**src/rtl/core/tpsp_pkg.sv**
```systemverilog
// ----------------------------------------------------------------------------
// Three-phase sine PWM package
// Shared constants, command and status types and the cosine table builder.
// ----------------------------------------------------------------------------
`timescale 1ns / 1ps

package tpsp_pkg;

   // Fixed design constants.
   localparam int PERIOD      = 500;
   localparam int DEAD_BAND   = 4;
   localparam int PAD         = DEAD_BAND + 3;
   localparam int TABLE_DEPTH = 1024;            // power of two
   localparam int IDX_W       = $clog2(TABLE_DEPTH);
   localparam int OFFSET_B    = (TABLE_DEPTH + 1) / 3;
   localparam int OFFSET_C    = (2 * TABLE_DEPTH + 1) / 3;
   localparam int COUNT_WIDTH = 32;

   // Field and register widths.
   localparam int M_W     = 18;
   localparam int RATE_W  = 20;
   localparam int RANGE_W = 16;
   localparam int CMP_W   = 9;
   localparam int COS_W   = 16;
   localparam int CSR_IDX_W = 2;

   localparam int FREQ_SCALE = 216;               // 2.16 * 100
   localparam int DEN_SCALE  = 25600;             // 256 * 100
   localparam int K_W        = M_W + 8;           // motor_freq * 216
   localparam int DEN_W      = RATE_W + 15;       // tick_rate * 25600
   localparam int PROD_W     = COUNT_WIDTH + K_W;

   localparam logic [RATE_W-1:0]  RATE_RESET  = RATE_W'(10000);
   localparam logic [RANGE_W-1:0] RANGE_RESET = RANGE_W'(32768);
   localparam logic [RANGE_W-1:0] RANGE_ONE   = RANGE_W'(32768);

   // Duty arithmetic: duty = floor((BIAS + cos * range * SCALE) / (2000 * 2^30)).
   localparam int CR_W       = COS_W + RANGE_W + 1;
   localparam int NUM_W      = 52;
   localparam int DUTY_SHIFT = 30;
   localparam int V_W        = NUM_W - DUTY_SHIFT;
   localparam int DUTY_SCALE = (PERIOD - PAD) * 866;
   localparam logic [63:0] DUTY_BIAS = 64'((PERIOD + PAD) * 1000) << DUTY_SHIFT;
   localparam int DUTY_DIV    = 2000;
   localparam int RECIP_SHIFT = 34;
   localparam int RECIP_W     = 24;
   localparam logic [63:0] RECIP = (64'd1 << RECIP_SHIFT) / DUTY_DIV;
   localparam int QE_W        = V_W + RECIP_W - RECIP_SHIFT;
   localparam int CMP_BASE    = PERIOD + 1;

   // Configuration register indexes.
   localparam logic [CSR_IDX_W-1:0] CSR_TICK_RATE = CSR_IDX_W'(0);
   localparam logic [CSR_IDX_W-1:0] CSR_RANGE     = CSR_IDX_W'(1);

   // Phase selectors.
   localparam logic [1:0] PH_A = 2'd0;
   localparam logic [1:0] PH_B = 2'd1;
   localparam logic [1:0] PH_C = 2'd2;

   // Datapath operations.
   localparam logic [3:0] OP_HOLD   = 4'd0;
   localparam logic [3:0] OP_LOAD   = 4'd1;
   localparam logic [3:0] OP_MOD    = 4'd2;
   localparam logic [3:0] OP_MULMOD = 4'd3;
   localparam logic [3:0] OP_DIV    = 4'd4;
   localparam logic [3:0] OP_ROM    = 4'd5;
   localparam logic [3:0] OP_MUL1   = 4'd6;
   localparam logic [3:0] OP_MUL2   = 4'd7;
   localparam logic [3:0] OP_RECIP  = 4'd8;
   localparam logic [3:0] OP_FIX    = 4'd9;
   localparam logic [3:0] OP_FINISH = 4'd10;

   typedef struct packed {
      logic [3:0] op;
      logic [1:0] phase;
   } cmd_type;

   typedef struct packed {
      logic out_busy;
   } status_type;

   typedef logic signed [COS_W-1:0] cos_table_type [TABLE_DEPTH];

   // Cosine table generation, evaluated at elaboration.
   localparam logic [63:0] ONE_Q30     = 64'd1 << 30;
   localparam logic [63:0] HALF_PI_Q30 = 64'd1686629713;

   function automatic logic [63:0] q30_mul(input logic [63:0] a, input logic [63:0] b);
      return (a * b) >> 30;
   endfunction

   function automatic logic [63:0] one_minus(input logic [63:0] a);
      return (a >= ONE_Q30) ? 64'd0 : ONE_Q30 - a;
   endfunction

   function automatic logic [63:0] cos_q30(input logic [63:0] x);
      logic [63:0] x2;
      logic [63:0] t;
      x2 = q30_mul(x, x);
      t  = one_minus(x2 / 132);
      t  = one_minus(q30_mul(x2 / 90, t));
      t  = one_minus(q30_mul(x2 / 56, t));
      t  = one_minus(q30_mul(x2 / 30, t));
      t  = one_minus(q30_mul(x2 / 12, t));
      return one_minus(q30_mul(x2 / 2, t));
   endfunction

   function automatic logic [63:0] sin_q30(input logic [63:0] x);
      logic [63:0] x2;
      logic [63:0] t;
      x2 = q30_mul(x, x);
      t  = one_minus(x2 / 110);
      t  = one_minus(q30_mul(x2 / 72, t));
      t  = one_minus(q30_mul(x2 / 42, t));
      t  = one_minus(q30_mul(x2 / 20, t));
      t  = one_minus(q30_mul(x2 / 6, t));
      return q30_mul(x, t);
   endfunction

   function automatic cos_table_type build_cos_table();
      cos_table_type tab;
      logic [63:0]   u;
      logic [63:0]   quad;
      logic [63:0]   x;
      logic [63:0]   v;
      logic [63:0]   q;
      for (int i = 0; i < TABLE_DEPTH; i++) begin
         u    = (64'(i) << 32) / TABLE_DEPTH;
         quad = (u >> 30) & 64'd3;
         x    = ((u & (ONE_Q30 - 64'd1)) * HALF_PI_Q30) >> 30;
         v    = (quad == 64'd0 || quad == 64'd2) ? cos_q30(x) : sin_q30(x);
         q    = (v + (64'd1 << 14)) >> 15;
         if (q > 64'd32767) begin
            q = 64'd32767;
         end
         if (quad == 64'd1 || quad == 64'd2) begin
            tab[i] = -$signed(COS_W'(q));
         end else begin
            tab[i] = $signed(COS_W'(q));
         end
      end
      return tab;
   endfunction

endpackage

```
**src/rtl/core/tpsp_ctrl.sv**
```systemverilog
// ----------------------------------------------------------------------------
// Three-phase sine PWM controller
// Sequences the datapath through remainder, divide and duty steps per tick.
// ----------------------------------------------------------------------------
`timescale 1ns / 1ps

module tpsp_ctrl (
   input  logic                   clock,
   input  logic                   reset,
   input  logic                   req_valid,
   output logic                   req_ready,
   input  tpsp_pkg::status_type   status,
   output tpsp_pkg::cmd_type      cmd
);

   localparam int ITER_W = 6;

   localparam logic [3:0] S_IDLE   = 4'd0;
   localparam logic [3:0] S_MOD    = 4'd1;
   localparam logic [3:0] S_MULMOD = 4'd2;
   localparam logic [3:0] S_DIV    = 4'd3;
   localparam logic [3:0] S_ROM    = 4'd4;
   localparam logic [3:0] S_MUL1   = 4'd5;
   localparam logic [3:0] S_MUL2   = 4'd6;
   localparam logic [3:0] S_RECIP  = 4'd7;
   localparam logic [3:0] S_FIX    = 4'd8;
   localparam logic [3:0] S_DONE   = 4'd9;

   logic [3:0]        state_ff, state_in;
   logic [ITER_W-1:0] iter_ff, iter_in;
   logic [1:0]        phase_ff, phase_in;

   always_comb begin
      state_in  = state_ff;
      iter_in   = iter_ff;
      phase_in  = phase_ff;
      req_ready = 1'b0;
      cmd.op    = tpsp_pkg::OP_HOLD;
      cmd.phase = phase_ff;
      case (state_ff)
         S_IDLE: begin
            req_ready = 1'b1;
            if (req_valid) begin
               cmd.op   = tpsp_pkg::OP_LOAD;
               iter_in  = '0;
               state_in = S_MOD;
            end
         end
         S_MOD: begin
            cmd.op  = tpsp_pkg::OP_MOD;
            iter_in = iter_ff + 1'b1;
            if (iter_ff == ITER_W'(tpsp_pkg::COUNT_WIDTH - 1)) begin
               iter_in  = '0;
               state_in = S_MULMOD;
            end
         end
         S_MULMOD: begin
            cmd.op  = tpsp_pkg::OP_MULMOD;
            iter_in = iter_ff + 1'b1;
            if (iter_ff == ITER_W'(tpsp_pkg::K_W - 1)) begin
               iter_in  = '0;
               state_in = S_DIV;
            end
         end
         S_DIV: begin
            cmd.op  = tpsp_pkg::OP_DIV;
            iter_in = iter_ff + 1'b1;
            if (iter_ff == ITER_W'(tpsp_pkg::IDX_W - 1)) begin
               iter_in  = '0;
               phase_in = tpsp_pkg::PH_A;
               state_in = S_ROM;
            end
         end
         S_ROM: begin
            cmd.op   = tpsp_pkg::OP_ROM;
            state_in = S_MUL1;
         end
         S_MUL1: begin
            cmd.op   = tpsp_pkg::OP_MUL1;
            state_in = S_MUL2;
         end
         S_MUL2: begin
            cmd.op   = tpsp_pkg::OP_MUL2;
            state_in = S_RECIP;
         end
         S_RECIP: begin
            cmd.op   = tpsp_pkg::OP_RECIP;
            state_in = S_FIX;
         end
         S_FIX: begin
            cmd.op = tpsp_pkg::OP_FIX;
            if (phase_ff == tpsp_pkg::PH_C) begin
               state_in = S_DONE;
            end else begin
               phase_in = phase_ff + 1'b1;
               state_in = S_ROM;
            end
         end
         S_DONE: begin
            if (!status.out_busy) begin
               cmd.op   = tpsp_pkg::OP_FINISH;
               state_in = S_IDLE;
            end
         end
         default: begin
            state_in = S_IDLE;
         end
      endcase
   end

   always_ff @(posedge clock) begin
      if (reset) begin
         state_ff <= S_IDLE;
         iter_ff  <= '0;
         phase_ff <= tpsp_pkg::PH_A;
      end else begin
         state_ff <= state_in;
         iter_ff  <= iter_in;
         phase_ff <= phase_in;
      end
   end

endmodule

```
**config.mk**
```make
export PLATFORM = sky130hd
export DESIGN_NAME = tpsp_ctrl
export DESIGN_NICKNAME = d
export VERILOG_FILES = /design/src/rtl/core/tpsp_pkg.sv /design/src/rtl/core/tpsp_ctrl.sv
export SDC_FILE = /design/constraint.sdc
export NUM_CORES = 1
export LEC_CHECK = 0
export ABC_AREA = 1
export BUFFER_PORTS_ARGS = -buffer_cell sky130_fd_sc_hd__buf_2
export CORE_MARGIN = 1.5
export CORE_UTILIZATION = 30
export DETAILED_ROUTE_END_ITERATION = 8
export PLACE_DENSITY = 0.5
export SLEW_MARGIN = 0
export SYNTH_ARGS = -nofsm -noshare
export SYNTH_HDL_FRONTEND = slang
export SYNTH_SLANG_ARGS = --single-unit
export TNS_END_PERCENT = 1
```
**constraint.sdc**
```tcl
create_clock -name clock -period 1.95 [get_ports clock]
set_input_delay 0.39 -clock clock [delete_from_list [all_inputs] [get_ports clock]]
set_output_delay 0.39 -clock clock [all_outputs]
set_load 0.02 [all_outputs]
```
## Word-level counts from Yosys, hierarchy flattened

Index checks and enable logic that the tools add are counted.

- Output and inout bits: 7
- Logic and storage cells: 49
- Flip-flop bits (word level): 12
- Input port bits: 4

- Equal/unequal tests: 19
- $add $sub $neg: 2
- Mux-type cells: 19
- Reduce and logical (&&, ||, !) cells: 6

Operators with widths:

| cell | number |
|---|---|
| 4-bit one-hot mux with 10 select lines | 2 |
| 4-bit 2-to-1 mux | 7 |
| 6-bit 2-to-1 mux | 4 |
| 6-bit one-hot mux with 4 select lines | 1 |
| 4-bit by 3-bit == test with 1-bit output, second input constant | 4 |
| 6-bit by 5-bit == test with 1-bit output, second input constant | 2 |
| 2-bit inequality test, second input constant | 6 |
| 4-bit by 2-bit == test with 1-bit output, second input constant | 2 |
| 4-bit == test, second input constant | 2 |
| 6-bit by 1-bit adder with 6-bit output, second input constant | 1 |
| 6-bit by 4-bit == test with 1-bit output, second input constant | 1 |
| 5-bit AND reduction | 1 |
| 4-bit by 1-bit == test with 1-bit output, second input constant | 1 |
| 4-bit logical NOT | 1 |
| 2-bit 2-to-1 mux | 2 |
| 2-bit one-hot mux with 2 select lines | 1 |
| 4-bit nonzero test | 1 |
| 3-bit AND reduction | 1 |
| 2-bit by 1-bit adder with 2-bit output, second input constant | 1 |
| 2-bit == test, second input constant | 1 |
| 1-bit 2-to-1 mux | 2 |
| 2-bit AND reduction | 1 |
| 2-bit nonzero test | 1 |

## Longest topological paths before layout

- Depth after elaboration: 3
- Gate-level depth with buffers: 11
- Gate-level depth less buffers: 11

## Least setup slack after synthesis

Ideal clock, no wire load.

- Path type: register to register
- Start point: register iter_ff[0]
- End point: register state_ff[1]
- Path slack: 0.620 ns
- Required time: 1.837 ns
- Period minus slack after synthesis: 1.330 ns
- Cell stages (with the launch flop): 11
- Arrival time: 1.217 ns
- Buffers on the path: 0
- Setup time: 0.113 ns
- Cells stage by stage: dfxtp_1 -> ha_1 -> nand2_1 -> nor2_1 -> nand2_1 -> nand2_1 -> nand2_2 -> nor2_4 -> nand2_1 -> nand2_1 -> nor2_1

- Word-level cells in the longest chain between the ends: 3
- Elaborated cells between the ends (all ways): 7
- Classes of those cells: 6 x eq/ne; 1 x reduce/logical

RTL lines:

| element | line | source |
|---|---|---|
| start, declared | tpsp_ctrl.sv:30 | `logic [ITER_W-1:0] iter_ff, iter_in;` |
| start signal, assigned | tpsp_ctrl.sv:118 | `iter_ff <= iter_in;` |
| 6-bit by 4-bit == test with 1-bit output, or another cell as far along | tpsp_ctrl.sv:68 | `if (iter_ff == ITER_W'(tpsp_pkg::IDX_W - 1)) begin` |
| 2-bit inequality test (no line) | - |  |
| 5-bit AND reduction (no line) (*) | - |  |
| end signal, assigned | tpsp_ctrl.sv:117 | `state_ff <= state_in;` |
| end, declared | tpsp_ctrl.sv:29 | `logic [3:0] state_ff, state_in;` |

Every way passes the cells marked *; elsewhere a longest branch is shown, timed or not.
A chain may end at the register's enable or synchronous reset.

==> impl_results.md <==
- Pin count of the biggest net entering global routing: 8
- TritonRoute pass-1 iters: 4
- RSZ-0062 raised after global routing: no
- Number of setup buffers added after CTS: 0
- Layout cells sized above 1: 0.261
- WHS Endpoint: state_ff[2]
- Syn-to-layout area delta: 13.2%
- Power Dens Cells: 1300 nW/um^2
- Global-route wire length before repair: 3280 um
- Gp weighted congestion: 0.825
- 1st-iter DRT viols: 14
- Number of max-cap violations: 0
- Vias: 827
- Clk buf depth: 2
- Sequential power share: 0.291
- Worst-margin pin slew: 0.291 ns
- CTS Buf Count: 3
- Number of global-route vias before repair: 778
- Internal Power: 0.617 mW
- Relative slew margins: 0.806
- Clock slew at reported path FFs: 0.08 ns
- Compound-Gate Fraction of Synth Area: 0.116
- Top Ports: 11
- CP max FO: 6
- Post-synthesis mux area share: 0
- Outcome: finished, final reports clean
- Std-Cell Rows: 19
- Synth cell types: 23
- Via density: 4.78
- Starting density of the core: 0.311
- Simple-Gate Fraction of Synth Area: 0.441
- Required time worst endpoint: 1.56 ns
- Setup_tns: 0 ns
- Die Span X: 56.0 um
- Hold depth: 2
- Hold buffer count at CTS: 0
- Worst setup EP type: primary output
- Final setup violation count: 0
- Number of diodes: 0
- Critical path's largest stage delay: 0.47 ns
- Syn Area/Cell: 6.54 um^2
- Initial antenna violation count: 0
- Post-synthesis cell area: 843 um^2
- Fmax: 563 MHz
- Adder-Cell Fraction of Synth Area: 0.0445
- Xor/xnor cell area share of the yosys netlist: 0.0208
- Global route total overflow: 0
- Syn_nets: 136
- PortBufs: 10
- Final slew viol count: 0
- Final WL: 1910 um
- Arr. time, crit path: 1.39 ns
- FF-to-FF End: state_ff[1]
- Post-Synthesis Cells: 129
- Post-synth top area cell: dfxtp_1
- Crit Path Category: flop to primary output
- Largest family of logic cells by synthesized area: simple AND/OR/NAND/NOR gates
- Crit-path cells: inv_2, nor2_2, nand3b_1, nand3_1, buf_2
- WL/cell: 11.0 um
- Worst Setup Start Kind: flop
- Comb pwr share: 0.583
- Die area: 3140 um^2
- Crit share post-route: 0.911
- Worst r2r src: iter_ff[0]
- H-Tree Depth: 1
- Final nets: 151
- Area of the core: 2710 um^2
- Filler instances: 324
- CTS tree: built
- Post-Place Worst Slack: 0.485 ns
- PnR worst setup slack: 0.173 ns
- Leakage power figure: 0.465 nW
- Die H: 56.0 um
- #FFs+latches synth: 12
- Peak VDD IR: 0.000563 V
- FF-to-FF path depth: 10
- Clock skew: 0.00474 ns
- CP max stage cell: dfxtp_1
- Sequential area share after synthesis: 0.285
- Synth Warn #: 0
- Hold wc startpoint: reset
- Switching Share: 0.504
- Post_cts resized: 0
- Root buf cell: clkbuf_4
- DRC Markers: 0
- CTS sink count: 12
- Core Util, Final: 0.352
- Synth area leaders: dfxtp_1 (28%), nand2_1 (13%), inv_1 (6.7%)
- Worst-skew pair later-pin latency: 0.28 ns
- Commonest non-fill, non-tap cells in the layout: nand2_1 (30), inv_1 (15), nor2_1 (15)
- Commonest non-fill, non-tap cell in the layout: nand2_1
- Final Hold Fails: 0
- Switch Pwr: 0.627 mW
- Clock Power Share: 0.126
- R2r setup slk: 0.49 ns
- Min-delay worst type: input port to flop
- Yosys top cell area share: 0.285
- DP Wirelength: 1540 um
- Tmin final: 1.78 ns
- Routed Antenna Nets: 0
- Total track usage: 0.134
-- cell families after synthesis --
group	after synthesis
DFF	12
xor gates and xnor gates	2
adders and majority gates	3
buffers and inverters	21
and+or+nand+nor	74
AOI/OAI and AO/OA	17
-- state kept, by name (all words and copies together) (netlist names) --
signal,cells
iter_ff,6
phase_ff,2
state_ff,4
-- metrics by stage --
stage / hold slack, ns / cells / power, mW / instance area (um^2)
global route: 0.351 / 173 / 1.36 / 955
floorplan: 0.453 / 129 / 0.921 / 843
CTS: 0.366 / 173 / 1.26 / 955
global placement: 0.461 / 170 / 1.09 / 932
detailed placement: 0.464 / 170 / 1.10 / 932
finish: 0.368 / 173 / 1.24 / 955
-- worst max-delay path, delay by kind of cell (launching register included) --
kind                   cells  cell delay [ns]
flip-flops                 1             0.47
AND/OR/NAND/NOR            3             0.39
buffers and inverters      2             0.24
-- worst max-delay path by stage --
stage                startpoint     endpoint  slack [ns]  cells past startpoint
global placement    state_ff[3]       cmd[5]        0.49                      5
detailed placement  state_ff[0]       cmd[5]        0.48                      5
global route        state_ff[2]       cmd[5]        0.04                      5
floorplan            iter_ff[0]  state_ff[1]        0.62                     10
CTS                 state_ff[0]       cmd[5]        0.17                      5
finish              state_ff[0]       cmd[5]        0.17                      5
-- power by group through the flow --
stage	combinational, mW	sequential (mW)	clock, mW
global route	0.809	0.373	0.182
finish	0.725	0.362	0.157
global placement	0.718	0.368	0
floorplan	0.557	0.364	0
CTS	0.730	0.364	0.166
detailed placement	0.726	0.369	0
-- per-layer routing --
metal  up-vias  global-route usage  routed length [um]
met3         4              0.0488                  97
met4         0              0.0408                  22
met2        19               0.218                 916
met1       370               0.164                 873
li1        434                   -                   -
met5         -                   0                   0
-- synthesized netlist by cell type --
| cell | count |
|---|---|
| xnor2_1 | 1 |
| o21bai_1 | 1 |
| nand2_4 | 2 |
| dfxtp_1 | 12 |
| a21oi_1 | 7 |
| nand2_2 | 9 |
| ha_1 | 3 |
| nor3_1 | 3 |
| nand3_1 | 7 |
| nand3_2 | 2 |
| inv_2 | 6 |
| nor2_2 | 2 |
| xor2_1 | 1 |
| nand3b_1 | 1 |
| inv_1 | 15 |
| a31oi_1 | 2 |
| o211ai_1 | 1 |
| nor2_1 | 15 |
| nand2_1 | 30 |
| nor2_4 | 3 |
| o21ai_1 | 1 |
| o21a_1 | 2 |
| o21ai_0 | 3 |
-- final cells by class --
class                      instances  area (um^2)  area share
multi-input combinational         96          524       0.549
sequential                        12          240       0.252
inverter                          21         78.8      0.0826
timing repair buffer              10         50.0      0.0524
tap                               31         38.8      0.0406
clock buffer                       3         22.5      0.0236
Note: power is estimated with default switching activity, not from simulation.
